--- src/ymodem_packet_receiver_top_assert.svh ---
// Assertion macros used by the receiver back end.
// They expect signals named clk and rst_n in the module that uses them.
`ifndef YMODEM_PACKET_RECEIVER_TOP_ASSERT_SVH
`define YMODEM_PACKET_RECEIVER_TOP_ASSERT_SVH

// Consequent must hold in the same cycle as the antecedent.
`define YMPR_ASSERT_SAME(lbl, ante, cons, msg) \
    lbl: assert property (@(posedge clk) disable iff (!rst_n) (ante) |-> (cons)) \
        else $error(msg);

// Consequent must hold in the cycle after the antecedent.
`define YMPR_ASSERT_NEXT(lbl, ante, cons, msg) \
    lbl: assert property (@(posedge clk) disable iff (!rst_n) (ante) |=> (cons)) \
        else $error(msg);

`endif

--- src/ympr_pkg.sv ---
package ympr_pkg;

    // Payload length of one data packet.
    localparam int PACKET_BYTES = 128;

    // Byte position counter saturates at PACKET_BYTES + 5.
    localparam int POS_MAX = PACKET_BYTES + 5;
    localparam int POS_W = $clog2(POS_MAX + 1);

    // Depth of the command queue between the front and back ends.
    localparam int QUEUE_DEPTH = 4;
    localparam int QPTR_W = $clog2(QUEUE_DEPTH);
    localparam int QCNT_W = $clog2(QUEUE_DEPTH + 1);

    // Frame types and reply bytes.
    localparam logic [7:0] FR_SOH = 8'h01;
    localparam logic [7:0] FR_EOT = 8'h04;
    localparam logic [7:0] RP_ACK = 8'h06;
    localparam logic [7:0] RP_NACK = 8'h15;
    localparam logic [7:0] RP_C = 8'h43;

    // Result kinds.
    typedef enum logic [2:0] {
        KIND_WRITE  = 3'd0,
        KIND_REPLY  = 3'd1,
        KIND_ERASE  = 3'd2,
        KIND_MARK   = 3'd3,
        KIND_RESET  = 3'd4,
        KIND_DONE   = 3'd5
    } kind_t;

    // Frame-end action sequences.
    typedef enum logic [2:0] {
        ACT_NONE  = 3'd0,
        ACT_START = 3'd1,
        ACT_DATA  = 3'd2,
        ACT_END   = 3'd3,
        ACT_EOT1  = 3'd4,
        ACT_EOT2  = 3'd5
    } act_t;

    // One queued command: an optional flash write, an optional frame-done
    // report and an action sequence.
    typedef struct packed {
        logic        has_write;
        logic [14:0] offset;
        logic [7:0]  wbyte;
        logic        has_done;
        logic        crc_ok;
        act_t        act;
    } ympr_cmd_t;

    // One action item: its kind and the reply byte for replies.
    typedef struct packed {
        kind_t      kind;
        logic [7:0] reply;
    } act_item_t;

    // CRC-16/XMODEM update over one byte.
    function automatic logic [15:0] crc_step(input logic [15:0] crc, input logic [7:0] b);
        logic [15:0] c;
        c = crc ^ {b, 8'h00};
        for (int i = 0; i < 8; i++)
        begin
            if (c[15])
            begin
                c = {c[14:0], 1'b0} ^ 16'h1021;
            end
            else
            begin
                c = {c[14:0], 1'b0};
            end
        end
        return c;
    endfunction

    // Number of results an action sequence produces.
    function automatic logic [2:0] act_len(input act_t act);
        logic [2:0] n;
        unique case (act)
            ACT_NONE:  n = 3'd0;
            ACT_START: n = 3'd3;
            ACT_DATA:  n = 3'd1;
            ACT_END:   n = 3'd2;
            ACT_EOT1:  n = 3'd1;
            ACT_EOT2:  n = 3'd3;
            default:   n = 3'd0;
        endcase
        return n;
    endfunction

    // Item idx of an action sequence.
    function automatic act_item_t act_item(input act_t act, input logic [1:0] idx);
        act_item_t it;
        it.kind = KIND_REPLY;
        it.reply = 8'h00;
        unique case (act)
            ACT_START:
            begin
                if (idx == 2'd0)
                begin
                    it.reply = RP_ACK;
                end
                else if (idx == 2'd1)
                begin
                    it.reply = RP_C;
                end
                else
                begin
                    it.kind = KIND_ERASE;
                end
            end
            ACT_DATA:
            begin
                it.reply = RP_ACK;
            end
            ACT_END:
            begin
                if (idx == 2'd0)
                begin
                    it.reply = RP_ACK;
                end
                else
                begin
                    it.kind = KIND_RESET;
                end
            end
            ACT_EOT1:
            begin
                it.reply = RP_NACK;
            end
            ACT_EOT2:
            begin
                if (idx == 2'd0)
                begin
                    it.reply = RP_ACK;
                end
                else if (idx == 2'd1)
                begin
                    it.reply = RP_C;
                end
                else
                begin
                    it.kind = KIND_MARK;
                end
            end
            default:
            begin
                it.kind = KIND_DONE;
            end
        endcase
        return it;
    endfunction

endpackage

--- src/ympr_front.sv ---
module ympr_front (
    input  logic                clk,
    input  logic                rst_n,
    input  logic                in_valid,
    output logic                in_ready,
    input  logic [7:0]          rx_byte,
    input  logic                frame_last,
    input  logic                q_full,
    output logic                push,
    output ympr_pkg::ympr_cmd_t push_cmd
);
    import ympr_pkg::*;

    // Transfer phase, one-hot.
    typedef enum logic [3:0] {
        PH_START = 4'b0001,
        PH_DATA  = 4'b0010,
        PH_EOT2  = 4'b0100,
        PH_END   = 4'b1000
    } phase_t;

    phase_t          phase_reg, phase_next;
    logic [7:0]      pkt_cnt_reg, pkt_cnt_next;
    logic [POS_W-1:0] pos_reg, pos_next;
    logic [7:0]      ftype_reg, ftype_next;
    logic [7:0]      seq_reg, seq_next;
    logic            hsum_ok_reg, hsum_ok_next;
    logic [15:0]     crc_reg, crc_next;
    logic [15:0]     rcrc_reg, rcrc_next;
    logic            wr_en_reg, wr_en_next;

    logic            accept;
    logic [POS_W-1:0] pos_inc;
    logic [7:0]      pkt_minus;
    logic [14:0]     off_full;
    ympr_cmd_t       cmd;

    assign in_ready = !q_full;
    assign accept = in_valid && in_ready;

    // Image offset of the current payload byte.
    assign pkt_minus = pkt_cnt_reg - 8'd1;
    assign off_full = 15'(32'(pkt_minus) * 32'(PACKET_BYTES) + 32'(pos_reg) - 32'd3);

    // Byte decode, frame-end classification and next state.
    always_comb
    begin
        phase_next = phase_reg;
        pkt_cnt_next = pkt_cnt_reg;
        ftype_next = ftype_reg;
        seq_next = seq_reg;
        hsum_ok_next = hsum_ok_reg;
        crc_next = crc_reg;
        rcrc_next = rcrc_reg;
        wr_en_next = wr_en_reg;
        cmd = '0;
        cmd.act = ACT_NONE;

        priority if (pos_reg == POS_W'(0))
        begin
            ftype_next = rx_byte;
        end
        else if (pos_reg == POS_W'(1))
        begin
            seq_next = rx_byte;
        end
        else if (pos_reg == POS_W'(2))
        begin
            hsum_ok_next = ({1'b0, seq_reg} + {1'b0, rx_byte}) == 9'd255;
            wr_en_next = hsum_ok_next && (ftype_reg == FR_SOH) && (phase_reg == PH_DATA);
        end
        else if (pos_reg <= POS_W'(PACKET_BYTES + 2))
        begin
            crc_next = crc_step(crc_reg, rx_byte);
            cmd.has_write = wr_en_reg;
            cmd.offset = off_full;
            cmd.wbyte = rx_byte;
        end
        else if (pos_reg == POS_W'(PACKET_BYTES + 3))
        begin
            rcrc_next = {rx_byte, 8'h00};
        end
        else if (pos_reg == POS_W'(PACKET_BYTES + 4))
        begin
            rcrc_next = {rcrc_reg[15:8], rx_byte};
        end
        else
        begin
            // Bytes past the CRC field are ignored.
            rcrc_next = rcrc_reg;
        end

        pos_inc = (pos_reg < POS_W'(POS_MAX)) ? pos_reg + POS_W'(1) : pos_reg;
        pos_next = pos_inc;

        if (frame_last)
        begin
            cmd.has_done = 1'b1;
            cmd.crc_ok = (ftype_next == FR_SOH) && (pos_inc == POS_W'(POS_MAX)) &&
                         (crc_next == rcrc_next);
            if ((ftype_next == FR_SOH) && hsum_ok_next)
            begin
                if ((phase_reg == PH_START) && (seq_next == 8'd0))
                begin
                    cmd.act = ACT_START;
                    phase_next = PH_DATA;
                    pkt_cnt_next = 8'd1;
                end
                else if (phase_reg == PH_DATA)
                begin
                    cmd.act = ACT_DATA;
                    pkt_cnt_next = pkt_cnt_reg + 8'd1;
                end
                else if (phase_reg == PH_END)
                begin
                    cmd.act = ACT_END;
                    phase_next = PH_START;
                    pkt_cnt_next = 8'd0;
                end
            end
            else if (ftype_next == FR_EOT)
            begin
                if (phase_reg == PH_DATA)
                begin
                    cmd.act = ACT_EOT1;
                    phase_next = PH_EOT2;
                end
                else if (phase_reg == PH_EOT2)
                begin
                    cmd.act = ACT_EOT2;
                    phase_next = PH_END;
                end
            end
            // Every frame end clears the per-frame state.
            pos_next = '0;
            ftype_next = 8'd0;
            seq_next = 8'd0;
            hsum_ok_next = 1'b0;
            crc_next = 16'd0;
            rcrc_next = 16'd0;
            wr_en_next = 1'b0;
        end
    end

    assign push = accept && (cmd.has_write || cmd.has_done);
    assign push_cmd = cmd;

    // State registers, updated on each accepted word.
    always_ff @(posedge clk or negedge rst_n)
    begin
        if (!rst_n)
        begin
            phase_reg <= PH_START;
            pkt_cnt_reg <= 8'd0;
            pos_reg <= '0;
            ftype_reg <= 8'd0;
            seq_reg <= 8'd0;
            hsum_ok_reg <= 1'b0;
            crc_reg <= 16'd0;
            rcrc_reg <= 16'd0;
            wr_en_reg <= 1'b0;
        end
        else if (accept)
        begin
            phase_reg <= phase_next;
            pkt_cnt_reg <= pkt_cnt_next;
            pos_reg <= pos_next;
            ftype_reg <= ftype_next;
            seq_reg <= seq_next;
            hsum_ok_reg <= hsum_ok_next;
            crc_reg <= crc_next;
            rcrc_reg <= rcrc_next;
            wr_en_reg <= wr_en_next;
        end
    end

endmodule

--- src/ympr_queue.sv ---
module ympr_queue (
    input  logic                clk,
    input  logic                rst_n,
    input  logic                push,
    input  ympr_pkg::ympr_cmd_t push_cmd,
    output logic                full,
    input  logic                pop,
    output ympr_pkg::ympr_cmd_t head_cmd,
    output logic                empty
);
    import ympr_pkg::*;

    ympr_cmd_t         entry_reg [QUEUE_DEPTH];
    logic [QPTR_W-1:0] wptr_reg, wptr_next;
    logic [QPTR_W-1:0] rptr_reg, rptr_next;
    logic [QCNT_W-1:0] count_reg, count_next;

    assign full = (count_reg == QCNT_W'(QUEUE_DEPTH));
    assign empty = (count_reg == '0);
    assign head_cmd = entry_reg[rptr_reg];

    // Pointer and occupancy update.
    always_comb
    begin
        wptr_next = wptr_reg;
        rptr_next = rptr_reg;
        count_next = count_reg;
        if (push)
        begin
            wptr_next = (wptr_reg == QPTR_W'(QUEUE_DEPTH - 1)) ? '0 : wptr_reg + QPTR_W'(1);
        end
        if (pop)
        begin
            rptr_next = (rptr_reg == QPTR_W'(QUEUE_DEPTH - 1)) ? '0 : rptr_reg + QPTR_W'(1);
        end
        if (push && !pop)
        begin
            count_next = count_reg + QCNT_W'(1);
        end
        else if (pop && !push)
        begin
            count_next = count_reg - QCNT_W'(1);
        end
    end

    always_ff @(posedge clk or negedge rst_n)
    begin
        if (!rst_n)
        begin
            wptr_reg <= '0;
            rptr_reg <= '0;
            count_reg <= '0;
        end
        else
        begin
            wptr_reg <= wptr_next;
            rptr_reg <= rptr_next;
            count_reg <= count_next;
        end
    end

    // Entry storage needs no reset.
    always_ff @(posedge clk)
    begin
        if (push)
        begin
            entry_reg[wptr_reg] <= push_cmd;
        end
    end

endmodule

--- src/ympr_back.sv ---
`include "ymodem_packet_receiver_top_assert.svh"

module ympr_back (
    input  logic                clk,
    input  logic                rst_n,
    input  ympr_pkg::ympr_cmd_t head_cmd,
    input  logic                empty,
    output logic                pop,
    output logic                out_valid,
    input  logic                out_ready,
    output logic [2:0]          kind,
    output logic [14:0]         write_offset,
    output logic [7:0]          write_byte,
    output logic [7:0]          reply_byte,
    output logic                crc_ok,
    output logic                last_result
);
    import ympr_pkg::*;

    logic [2:0]  step_reg, step_next;
    logic        out_valid_reg, out_valid_next;
    kind_t       kind_reg;
    logic [14:0] offset_reg;
    logic [7:0]  wbyte_reg;
    logic [7:0]  reply_reg;
    logic        crc_ok_reg;
    logic        last_reg;

    logic        advance;
    logic [2:0]  n_res;
    logic [2:0]  j;
    logic [1:0]  item_idx;
    act_item_t   item;
    kind_t       res_kind;
    logic [14:0] res_offset;
    logic [7:0]  res_wbyte;
    logic [7:0]  res_reply;
    logic        res_crc_ok;
    logic        res_last;

    // Select the result at the current step of the head command.
    assign n_res = {2'b00, head_cmd.has_write} + {2'b00, head_cmd.has_done} +
                   act_len(head_cmd.act);
    assign j = step_reg - {2'b00, head_cmd.has_write};
    assign item_idx = 2'(j - 3'd1);
    assign item = act_item(head_cmd.act, item_idx);

    always_comb
    begin
        res_kind = KIND_DONE;
        res_offset = 15'd0;
        res_wbyte = 8'd0;
        res_reply = 8'd0;
        res_crc_ok = 1'b0;
        if (head_cmd.has_write && (step_reg == 3'd0))
        begin
            res_kind = KIND_WRITE;
            res_offset = head_cmd.offset;
            res_wbyte = head_cmd.wbyte;
        end
        else if (j == 3'd0)
        begin
            res_kind = KIND_DONE;
            res_crc_ok = head_cmd.crc_ok;
        end
        else
        begin
            res_kind = item.kind;
            res_reply = item.reply;
        end
    end

    assign res_last = (step_reg == n_res - 3'd1);
    assign advance = !empty && (!out_valid_reg || out_ready);
    assign pop = advance && res_last;

    // Step counter and output valid.
    always_comb
    begin
        step_next = step_reg;
        out_valid_next = out_valid_reg;
        if (advance)
        begin
            step_next = res_last ? 3'd0 : step_reg + 3'd1;
            out_valid_next = 1'b1;
        end
        else if (out_ready)
        begin
            out_valid_next = 1'b0;
        end
    end

    always_ff @(posedge clk or negedge rst_n)
    begin
        if (!rst_n)
        begin
            step_reg <= 3'd0;
            out_valid_reg <= 1'b0;
        end
        else
        begin
            step_reg <= step_next;
            out_valid_reg <= out_valid_next;
        end
    end

    // Output word register.
    always_ff @(posedge clk)
    begin
        if (advance)
        begin
            kind_reg <= res_kind;
            offset_reg <= res_offset;
            wbyte_reg <= res_wbyte;
            reply_reg <= res_reply;
            crc_ok_reg <= res_crc_ok;
            last_reg <= res_last;
        end
    end

    assign out_valid = out_valid_reg;
    assign kind = kind_reg;
    assign write_offset = offset_reg;
    assign write_byte = wbyte_reg;
    assign reply_byte = reply_reg;
    assign crc_ok = crc_ok_reg;
    assign last_result = last_reg;

    `YMPR_ASSERT_SAME(a_step_in_range, !empty, step_reg < n_res, "step past end of command")
    `YMPR_ASSERT_NEXT(a_step_restart, pop, step_reg == 3'd0, "step not cleared after pop")
    `YMPR_ASSERT_SAME(a_offset_only_write, out_valid_reg && (kind_reg != KIND_WRITE),
        (offset_reg == 15'd0) && (wbyte_reg == 8'd0), "write fields set on non-write word")
    `YMPR_ASSERT_SAME(a_crc_only_done, out_valid_reg && crc_ok_reg, kind_reg == KIND_DONE,
        "crc_ok set on a word other than frame done")

endmodule

--- src/ymodem_packet_receiver_top.sv ---
// Channel  Dir  Handshake          Payload
// s_*      in   s_tvalid/s_tready  tdata: rx_byte; tlast: frame_last
// m_*      out  m_tvalid/m_tready  tdata: write_offset, write_byte, reply_byte,
//                                  crc_ok; tuser: kind; tlast: last_result
//
// One received byte is accepted per cycle while the command queue has room.
// Each byte yields zero to four output words; the back end emits one word per
// cycle unless m_tready stalls it, so a frame end may leave up to four words.
// The four-entry command queue lets input continue while those words drain.
// Reset (rst_n low, asynchronous) returns the transfer to the start phase.
// A stalled output holds its word in the output register while input proceeds.
module ymodem_packet_receiver_top (
    input  logic        clk,
    input  logic        rst_n,
    input  logic        s_tvalid,
    output logic        s_tready,
    input  logic [7:0]  s_tdata,   // [7:0] rx_byte
    input  logic        s_tlast,
    output logic        m_tvalid,
    input  logic        m_tready,
    output logic [31:0] m_tdata,   // [14:0] write_offset, [22:15] write_byte,
                                   // [30:23] reply_byte, [31] crc_ok
    output logic [2:0]  m_tuser,   // [2:0] kind
    output logic        m_tlast
);
    import ympr_pkg::*;

    logic        push;
    ympr_cmd_t   push_cmd;
    logic        q_full;
    logic        pop;
    ympr_cmd_t   head_cmd;
    logic        q_empty;
    logic [14:0] write_offset;
    logic [7:0]  write_byte;
    logic [7:0]  reply_byte;
    logic        crc_ok;

    // Front end: decodes bytes and classifies frames.
    ympr_front u_front (
        .clk        (clk),
        .rst_n      (rst_n),
        .in_valid   (s_tvalid),
        .in_ready   (s_tready),
        .rx_byte    (s_tdata),
        .frame_last (s_tlast),
        .q_full     (q_full),
        .push       (push),
        .push_cmd   (push_cmd)
    );

    // Command queue between the two ends.
    ympr_queue u_queue (
        .clk      (clk),
        .rst_n    (rst_n),
        .push     (push),
        .push_cmd (push_cmd),
        .full     (q_full),
        .pop      (pop),
        .head_cmd (head_cmd),
        .empty    (q_empty)
    );

    // Back end: expands commands into output words.
    ympr_back u_back (
        .clk          (clk),
        .rst_n        (rst_n),
        .head_cmd     (head_cmd),
        .empty        (q_empty),
        .pop          (pop),
        .out_valid    (m_tvalid),
        .out_ready    (m_tready),
        .kind         (m_tuser),
        .write_offset (write_offset),
        .write_byte   (write_byte),
        .reply_byte   (reply_byte),
        .crc_ok       (crc_ok),
        .last_result  (m_tlast)
    );

    assign m_tdata = {crc_ok, reply_byte, write_byte, write_offset};

endmodule
--- config.mk ---
export PLATFORM = sky130hd
export DESIGN_NAME = ymodem_packet_receiver_top
export DESIGN_NICKNAME = d
export VERILOG_FILES = /design/src/ympr_pkg.sv /design/src/ympr_front.sv /design/src/ympr_queue.sv /design/src/ympr_back.sv /design/src/ymodem_packet_receiver_top.sv
export VERILOG_INCLUDE_DIRS = /design/src /design/src/src
export SDC_FILE = /design/constraint.sdc
export NUM_CORES = 1
export LEC_CHECK = 0
export ABC_CLOCK_PERIOD_IN_PS = 4100
export BUFFER_PORTS_ARGS = -buffer_cell sky130_fd_sc_hd__buf_2
export CAP_MARGIN = 40
export CORE_MARGIN = 8
export CORE_UTILIZATION = 56
export DETAILED_ROUTE_END_ITERATION = 7
export PLACE_DENSITY = 0.8
export SETUP_SLACK_MARGIN = 0.3
export SLEW_MARGIN = 20
export SYNTH_ARGS = -nofsm -noshare
export SYNTH_HDL_FRONTEND = slang
export SYNTH_HIERARCHICAL = 1
export SYNTH_SLANG_ARGS = --single-unit
--- constraint.sdc ---
create_clock -name clk -period 4.1 [get_ports clk]
set_input_delay 0.82 -clock clk [delete_from_list [all_inputs] [get_ports clk]]
set_output_delay 0.82 -clock clk [all_outputs]
set_load 0.01 [all_outputs]
==> flow_metrics.tcl, run 1 <==
set metrics [dict create \
    drive_gt1_share_pct 19.5 \
    cts_root_buffer "clkbuf_16" \
    drv_slew 0 \
    cts_hold_buf 0 \
    irDropWorstVdd_uv 476 \
    tightest_slew_ps 720 \
    cts.sinks 230 \
    combPwrFrac_pct 45.1 \
    synth_edf_count 149 \
    routedWlPerCell_um 19.7 \
    seq_power_share_pct 34.3 \
    route.detailed.drc 0 \
    synth_cell_types 85 \
    netlist_area_um2 12100 \
    setup_viol 0 \
    num_io_pins 51 \
    fp.dieH_um 163 \
    switching_power_uw 3910 \
    timing.rr.start "u_queue/rptr_reg[0]" \
    gp_congestion 0.852 \
    fmax_mhz 256 \
    firstDrtPassIters 5 \
    async_flop_share_pct 35.2 \
    arrival_ps 4320 \
    synth-main-ff-cell "edfxtp_1" \
    grt_pass1_vias 8203 \
    finalClockSkew_ps 23.6 \
    syn2layout_area_growth_pct 13.1 \
    startpoint_type "flop" \
    hold_class "input port to async pin" \
    grt_pass1_wl_um 43000 \
    synth_area_per_cell_um2 12.2 \
    initial_core_util_pct 56.3 \
    p_leak_uw 0.00539 \
    cts_buffers 24 \
    synth_area_leader_cell "edfxtp_1" \
    crit_start "u_queue/rptr_reg[0]" \
    period_share_pct 95.4 \
    setup_ws_ps 190 \
    cts.path.max_buffers 3 \
    cts_max_level 1 \
    mostFrequentLayoutCells "edfxtp_1, dfrtp_1, nand2_1" \
    seq_area_frac_synth_pct 53.6 \
    nNetsFinal 1125 \
    antenna_cells 0 \
    final_common_cell "edfxtp_1" \
    min_period_ps 3910 \
    rows 54 \
    worstPathMaxFanout 4 \
    die_w_um 163 \
    die-area_um2 26600 \
    grt_util_all_layers_pct 20.0 \
    clk_latency_ps 530 \
    io_buffers 47 \
    clk_pin_slew_worst_paths_ps 70 \
    relSlewSlack_pct 51.6 \
    wirelength_um 26700 \
    synthCells 997 \
    antenna_found_initial 0 \
    grt_setup_unrepaired "yes" \
    largest_reg_flops 116 \
    pwr_density_cell_nw_per_um2 772 \
    crit_type "flop to flop" \
    p_int_uw 6690 \
    pre_cts_slack_ps 89.3 \
    outcome "finished, final reports clean" \
    drt_iter0_markers 727 \
    ant_nets 0 \
    vias 8183 \
    synthTopCellsByArea "edfxtp_1, dfrtp_1, mux4_2" \
    ys_ff_latch 230 \
    viasPerCell 6.02 \
    core-area_um2 21600 \
    cp.required_ps 4510 \
    grt_overflow 0 \
    p_sw_share_pct 36.9 \
    cap_viol_max_count 0 \
    dp_hpwl_um 17500 \
    cts_tree "done" \
    p_clk_share_pct 20.6 \
    cp-end-kind "flop" \
    hold_violations 0 \
    yosysWarnings 6 \
    yosysTopAreaCellShare_pct 36.9 \
    grt_max_degree 48 \
    finish.utilization_pct 63.7 \
]
==> synthesized netlist by cell type, drive strengths merged, types with 4 or more instances <==
master,count
nand3,12
o211ai,4
a21o,7
o31ai,5
a21oi,21
nor3b,7
and3,15
dfrtp,80
nand2b,15
clkbuf,26
nor2,56
o21a,10
mux2i,25
nand4,6
mux4,29
inv,41
mux2,6
edfxtp,149
nor2b,10
xor2,31
o21ai,77
o41ai,4
buf,27
or4,4
nor3,20
and2,42
a31oi,8
xnor2,38
a22oi,28
nor4,10
nand2,79
a22o,6
ha,48
==> cell families after synthesis <==
family                   count (synthesis)  synth area share (%)
adder cells (fa/ha/maj)                 51                  5.44
AO/OA/AOI/OAI                          199                  10.9
AND/OR/NAND/NOR                        293                  12.8
multiplexers                            60                  8.40
XOR/XNOR                                69                  5.29
buffers and inverters                   94                  3.57
other                                    1                0.0309
flip-flops                             230                  53.6
==> metrics by stage <==
stage | hold WS (ps) | std cells | setup TNS (ps) | instance area (µm²) | power, µW
after detailed placement | 466 | 1304 | 0 | 12800 | 8040
after global routing | 381 | 1359 | 0 | 13700 | 11200
after floorplan | 435 | 999 | -13.4 | 12200 | 6930
after global placement | 461 | 1301 | 0 | 12700 | 7850
after CTS | 340 | 1356 | 0 | 13700 | 10500
final | 335 | 1359 | 0 | 13700 | 10600
==> power groups by stage <==
stage | Clock (µW) | Combinational, µW | Sequential, µW
after floorplan | 0 | 3260 | 3670
after detailed placement | 0 | 4360 | 3670
after global placement | 0 | 4210 | 3640
after CTS | 2220 | 4670 | 3640
after global routing | 2310 | 5210 | 3700
final | 2180 | 4780 | 3640
==> worst paths after layout <==
path                            slack, ps              endpoint  depth (start not counted)
min in group clk                      480     u_front/wr_en_reg                          2
worst max-delay path                  190  u_queue/count_reg[1]                         15
max in group asynchronous            3130    u_front/pos_reg[6]                          2
worst min-delay path                  340    u_back/step_reg[2]                          1
worst min register to register        480     u_front/wr_en_reg                          2
worst max register to register        190  u_queue/count_reg[1]                         15
==> final cells by class <==
cell class	instances	area (µm²)
clock buffer	30	663
timing repair buffer	89	599
clock inverter	14	139
sequential	230	6500
fill	1548	7820
multi-input combinational	675	5320
tap	280	350
inverter	41	154
==> per-layer routing <==
| metal | wire length [µm] | track usage [%] |
|---|---|---|
| met1 | 10900 | 25.0 |
| met5 | 0 | 0 |
| met3 | 1850 | 4.11 |
| met2 | 13200 | 34.3 |
| met4 | 770 | 6.42 |
==> critical path, cell delays in order (launching register included) <==
cell,delay [ps]
dfrtp_2,430
mux4_2,560
or3_4,440
nand2_4,90
ha_4,130
inv_2,40
ha_4,140
fa_2,340
xor2_2,160
xnor2_2,170
nor4_4,260
inv_2,80
ha_4,160
inv_2,60
fa_2,430
mux2_2,290
==> what timing repair did <==
action,in CTS,in global routing
buffers inserted,8,2
pin swaps,4,3
gates resized for setup,13,7
setup endpoints to repair,2,6
Note: power is estimated with default switching activity, not from simulation.
==> inputs of run 2 (changes only) <==
GPL_ROUTABILITY_DRIVEN = 0   (was not set)
RECOVER_POWER = 100   (was not set)
==> run 2 against run 1 <==
  * The flow now finishes with violations (capacitance limit, slew limit)
  * Die area did not move
  * Register-to-register slack got worse by 40 ps
  * Global-route usage stayed put
  * Maximum frequency is 0.90% lower
  * Utilization shrank 0.80 points
  * Critical path depth unchanged
  * Clock skew rose by 1.9 ps
  * Count of clock-buffer cells in the layout stayed put
  * Flip-flop and latch count stayed put
  * Critical path type unchanged
==> flow_metrics.tcl, run 2 (synthesis gave the netlist of run 1 again) <==
set metrics [dict create \
    fin_hold_ws_ps 480 \
    fmax_mhz 253 \
    p_sw_share_pct 37.3 \
    crit_type "flop to flop" \
    cap_viol_max_count 3 \
    grt_max_degree 48 \
    antenna_cells 0 \
    final_common_cell "edfxtp_1" \
    period_share_pct 96.2 \
    arrival_ps 4350 \
    pre_cts_slack_ps 89.3 \
    nNetsFinal 1125 \
    cts_tree "done" \
    clk_pin_slew_worst_paths_ps 60 \
    fp.dieH_um 163 \
    wirelength_um 26900 \
    post_layout_nonfiller_instances 1359 \
    cp.required_ps 4510 \
    dp_hpwl_um 17500 \
    crit_start "u_queue/rptr_reg[0]" \
    grt_util_all_layers_pct 20.0 \
    cts_max_level 1 \
    relSlewSlack_pct -81.0 \
    cts.sinks 230 \
    pwr_density_cell_nw_per_um2 770 \
    rows 54 \
    drive_gt1_share_pct 14.1 \
    crit_end "u_queue/count_reg[1]" \
    core-area_um2 21600 \
    postPlaceCellArea_um2 12800 \
    p_int_uw 6540 \
    cp-end-kind "flop" \
    mostFrequentLayoutCells "edfxtp_1, dfrtp_1, nand2_1" \
    cts_buffers 24 \
    outcome "finished with violations" \
    syn2layout_area_growth_pct 11.7 \
    initial_core_util_pct 56.3 \
    grt_overflow 0 \
    io_buffers 47 \
    irDropWorstVdd_uv 475 \
    cts.path.max_buffers 3 \
    seq_power_share_pct 35.0 \
    grt_setup_unrepaired "yes" \
    largest_reg_flops 116 \
    vias 8166 \
    timing.rr.start "u_queue/rptr_reg[0]" \
    grt_pass1_vias 8203 \
    dpl.cell_count 1304 \
    route.detailed.drc 0 \
    startpoint_type "flop" \
    tightest_slew_ps 2720 \
    hold_class "flop to flop" \
    cts_hold_buf 0 \
    grt_pass1_wl_um 43000 \
    viasPerCell 6.01 \
    die_w_um 163 \
    hold_violations 0 \
    p_clk_share_pct 20.9 \
    setup_ws_ps 155 \
    firstDrtPassIters 5 \
    final_area_um2 13600 \
    finalClockSkew_ps 25.5 \
    routedWlPerCell_um 19.8 \
    worstPathMaxFanout 4 \
    r2r_end "u_queue/count_reg[1]" \
    timing.reg2reg.setup_slack_ps 150 \
    switching_power_uw 3890 \
    die-area_um2 26600 \
    min_period_ps 3950 \
    num_io_pins 51 \
    clk_latency_ps 530 \
    drv_slew 79 \
    drt_iter0_markers 670 \
    setup_viol 0 \
    antenna_found_initial 0 \
    combPwrFrac_pct 44.1 \
    ant_nets 0 \
    violations "capacitance limit, slew limit" \
    p_leak_uw 0.00520 \
    reg2regPathDepth 15 \
    cts_root_buffer "clkbuf_16" \
]
run 2: layout make-up:
cell class / instances / area [µm²]
multi-input cells: 675 / 5260
inverters: 41 / 154
repair buffers: 89 / 489
flip-flops and latches: 230 / 6500
clock inverters: 14 / 139
well taps: 280 / 350
fillers: 1595 / 8000
clock buffers: 30 / 663
run 2: power groups by stage:
stage	clock network, µW	registers (µW)	logic (µW)
after detailed placement	0	3670	4360
after global routing	2310	3710	5030
after floorplan	0	3670	3260
final	2180	3650	4600
after CTS	2220	3640	4670
after global placement	0	3640	4210
run 2: metal layers:
layer / GRT usage [%] / vias up / wire, µm
li1: - / 3785 / -
met1: 25.0 / 4023 / 11000
met2: 34.3 / 300 / 13200
met3: 4.11 / 58 / 1880
met4: 6.42 / 0 / 737
met5: 0 / - / 0
run 2: worst min-delay path by stage:
stage / end / from / slack [ps] / cells after the start
floorplan: u_front/wr_en_reg / u_front/wr_en_reg / 430 / 2
global placement: u_front/hsum_ok_reg / u_front/hsum_ok_reg / 460 / 2
detailed placement: u_front/hsum_ok_reg / u_front/hsum_ok_reg / 470 / 2
CTS: u_back/step_reg[2] / rst_n / 340 / 1
global route: u_front/wr_en_reg / u_front/wr_en_reg / 520 / 2
finish: u_front/hsum_ok_reg / u_front/hsum_ok_reg / 480 / 2
run 2: critical path, cell delays in order (launching register included):
cell and delay, ps:
dfrtp_2 430, mux4_2 560, or3_4 440, nand2_4 90
ha_4 200, inv_2 60, ha_4 120, fa_2 430
xnor2_1 180, nand2_2 100, nor4_4 160, inv_1 120
ha_4 170, inv_2 60, fa_2 430, mux2_2 290
run 2: metrics by stage:
step | total power (µW) | utilization (%) | setup TNS (ps)
after global placement | 7850 | 59.0 | 0
after floorplan | 6930 | - | -13.4
after CTS | 10500 | 63.4 | 0
final | 10400 | 62.9 | 0
after detailed placement | 8040 | 59.2 | 0
after global routing | 11100 | 62.9 | 0
run 2: timing repair:
action                                  in CTS  in global routing
gates resized for setup                     13                  7
endpoints found under the setup margin       2                  6
setup buffers                                8                  2
pin swaps                                    4                  3
==> inputs of run 3 (changes only) <==
GPL_TIMING_DRIVEN = 0   (was not set)
PLACE_DENSITY = 0.76   (was 0.8)
==> run 3 against run 2 <==
  * Non-clock buffer count is 32 higher
  * The run ends with capacitance limit, slew limit, setup timing left
  * Sequential share of layout area decreased by 0.61 points
  * Sequential power about the same
  * Maximum frequency is 3.8% lower
  * Worst hold slack lost 5.1 ps
  * Cell area rose by 1.3%
  * Critical endpoint unchanged
  * Wire length fell by 0.74%
  * Critical path depth grew 2
  * Combinational power is 3% higher
  * First-iteration DRC count is 14% lower
==> flow_metrics.tcl, run 3 (synthesis gave the netlist of run 1 again) <==
set metrics [dict create \
    combPwrFrac_pct 45.2 \
    hold_class "flop to flop" \
    setup_viol 1 \
    initial_core_util_pct 56.3 \
    dp_hpwl_um 18400 \
    seq_power_share_pct 34.7 \
    cts_tree "done" \
    fin_tns_setup_ps -1.62 \
    cap_viol_max_count 2 \
    setup_ws_ps -1.62 \
    rows 54 \
    startpoint_type "flop" \
    io_buffers 46 \
    antenna_cells 0 \
    arrival_ps 4510 \
    fmax_mhz 244 \
    num_io_pins 51 \
    switching_power_uw 3890 \
    grt_max_degree 51 \
    timing.rr.start "u_queue/rptr_reg[0]" \
    p_int_uw 6590 \
    crit_start "u_queue/rptr_reg[0]" \
    die-area_um2 26600 \
    p_sw_share_pct 37.1 \
    nNetsFinal 1157 \
    grt_pass1_wl_um 42900 \
    hold_start "u_front/hsum_ok_reg" \
    crit_type "flop to flop" \
    hold_depth 2 \
    routedWlPerCell_um 19.2 \
    clk_pin_slew_worst_paths_ps 60 \
    final_area_um2 13700 \
    postPlaceCellArea_um2 12900 \
    nFillCells 1622 \
    outcome "finished with violations" \
    cp-end-kind "flop" \
    period_share_pct 100 \
    largest_reg_flops 116 \
    relSlewSlack_pct -24.1 \
    die_w_um 163 \
    reg2regPathDepth 17 \
    drv_slew 64 \
    cts_hold_buf 0 \
    core-area_um2 21600 \
    fin_hold_ws_ps 475 \
    antenna_found_initial 0 \
    final_common_cell "edfxtp_1" \
    timing.reg2reg.setup_slack_ps -2 \
    r2r_end "u_queue/count_reg[1]" \
    mostFrequentLayoutCells "edfxtp_1, dfrtp_1, nand2_1" \
    syn2layout_area_growth_pct 13.1 \
    cp.required_ps 4500 \
    cts.path.max_buffers 3 \
    firstDrtPassIters 5 \
    cts_buffers 24 \
    grt_util_all_layers_pct 20.0 \
    hold_violations 0 \
    grt_setup_unrepaired "yes" \
    clk_latency_ps 530 \
    ant_nets 0 \
    route.detailed.drc 0 \
    grt_pass1_vias 8117 \
    vias 8089 \
    pwr_density_cell_nw_per_um2 763 \
    tightest_slew_ps 1860 \
    drive_gt1_share_pct 14.3 \
    violations "capacitance limit, slew limit, setup timing" \
    worstPathMaxFanout 10 \
    hold_end "u_front/hsum_ok_reg" \
    cts.sinks 230 \
    cts_root_buffer "clkbuf_16" \
    finalClockSkew_ps 10.3 \
    p_leak_uw 0.00530 \
    min_period_ps 4100 \
    p_clk_share_pct 20.1 \
    viasPerCell 5.82 \
    grt_overflow 0 \
    cts_max_level 1 \
    drt_iter0_markers 574 \
    fp.dieH_um 163 \
    irDropWorstVdd_uv 381 \
    wirelength_um 26700 \
]
## run 3: cell count changes in the layout (fill, tap and decap cells not counted), moves of 3 or more
cell and delta:
and2_0 -6, and2_1 +3, and2_2 +3, buf_2 +7, buf_6 +3, clkbuf_1 +25
clkbuf_4 -5, clkbuf_8 -4, clkinv_1 +3
## run 3: worst max path at each step
| stage | to | slack, ps |
|---|---|---|
| after floorplan | u_queue/count_reg[1] | -10 |
| after global placement | u_queue/count_reg[1] | -410 |
| after detailed placement | u_queue/count_reg[1] | -470 |
| after CTS | u_queue/count_reg[1] | -110 |
| after global routing | u_queue/count_reg[1] | -160 |
| final | u_queue/count_reg[1] | -2 |
## run 3: repair_timing
| action | 4_1_cts | 5_1_grt |
|---|---|---|
| pin swaps | 7 | 8 |
| setup buffers | 10 | 7 |
| hold endpoints to repair | 0 | 0 |
| setup endpoints to repair | 71 | 79 |
| resized for setup | 19 | 5 |
## run 3: metal layers
| metal | track usage (%) | up-vias | routed length, µm | part of all wire (%) |
|---|---|---|---|---|
| met1 | 26.2 | 3954 | 11500 | 43 |
| met3 | 3.10 | 40 | 1420 | 5.3 |
| met2 | 34.2 | 237 | 13200 | 49 |
| met5 | 0 | - | 0 | 0 |
| li1 | - | 3858 | - | - |
| met4 | 5.30 | 0 | 583 | 2.2 |
## run 3: power groups by stage
stage,clock network (µW),logic (µW),registers (µW)
6_report,2110,4740,3640
5_1_grt,2230,5200,3700
4_1_cts,2150,4730,3620
3_5_place_dp,0,4420,3660
3_3_place_gp,0,4260,3650
2_1_floorplan,0,3260,3670
## run 3: layout make-up
| cell class | instances | area (µm²) | share of cell area, % |
|---|---|---|---|
| plain buffers | 53 | 297 | 2.16 |
| clock buffers | 28 | 616 | 4.48 |
| clock inverters | 16 | 146 | 1.07 |
| inverters | 41 | 154 | 1.12 |
| multi-input cells | 675 | 5260 | 38.3 |
| flip-flops and latches | 230 | 6500 | 47.4 |
| well taps | 280 | 350 | 2.55 |
| repair buffers | 68 | 400 | 2.92 |
## run 3: critical path: stages, from the launching register on
cell	delay, ps
dfrtp_2	460
buf_12	170
mux4_2	550
buf_4	170
o21ai_2	180
nand2_4	70
ha_4	260
inv_2	40
ha_4	140
fa_2	350
xor2_2	160
xnor2_2	160
nor4_4	260
inv_1	80
ha_2	190
inv_2	50
fa_1	410
mux2_4	280
## run 3: stage by stage
step | cells | worst slack (ps) | total power [µW] | utilization (%)
after global routing | 1391 | -157 | 11100 | 63.7
after detailed placement | 1330 | -472 | 8080 | 59.8
after floorplan | 999 | -13.4 | 6930 | -
after global placement | 1325 | -408 | 7900 | 59.1
final | 1391 | -1.62 | 10500 | 63.7
after CTS | 1384 | -106 | 10500 | 64.0
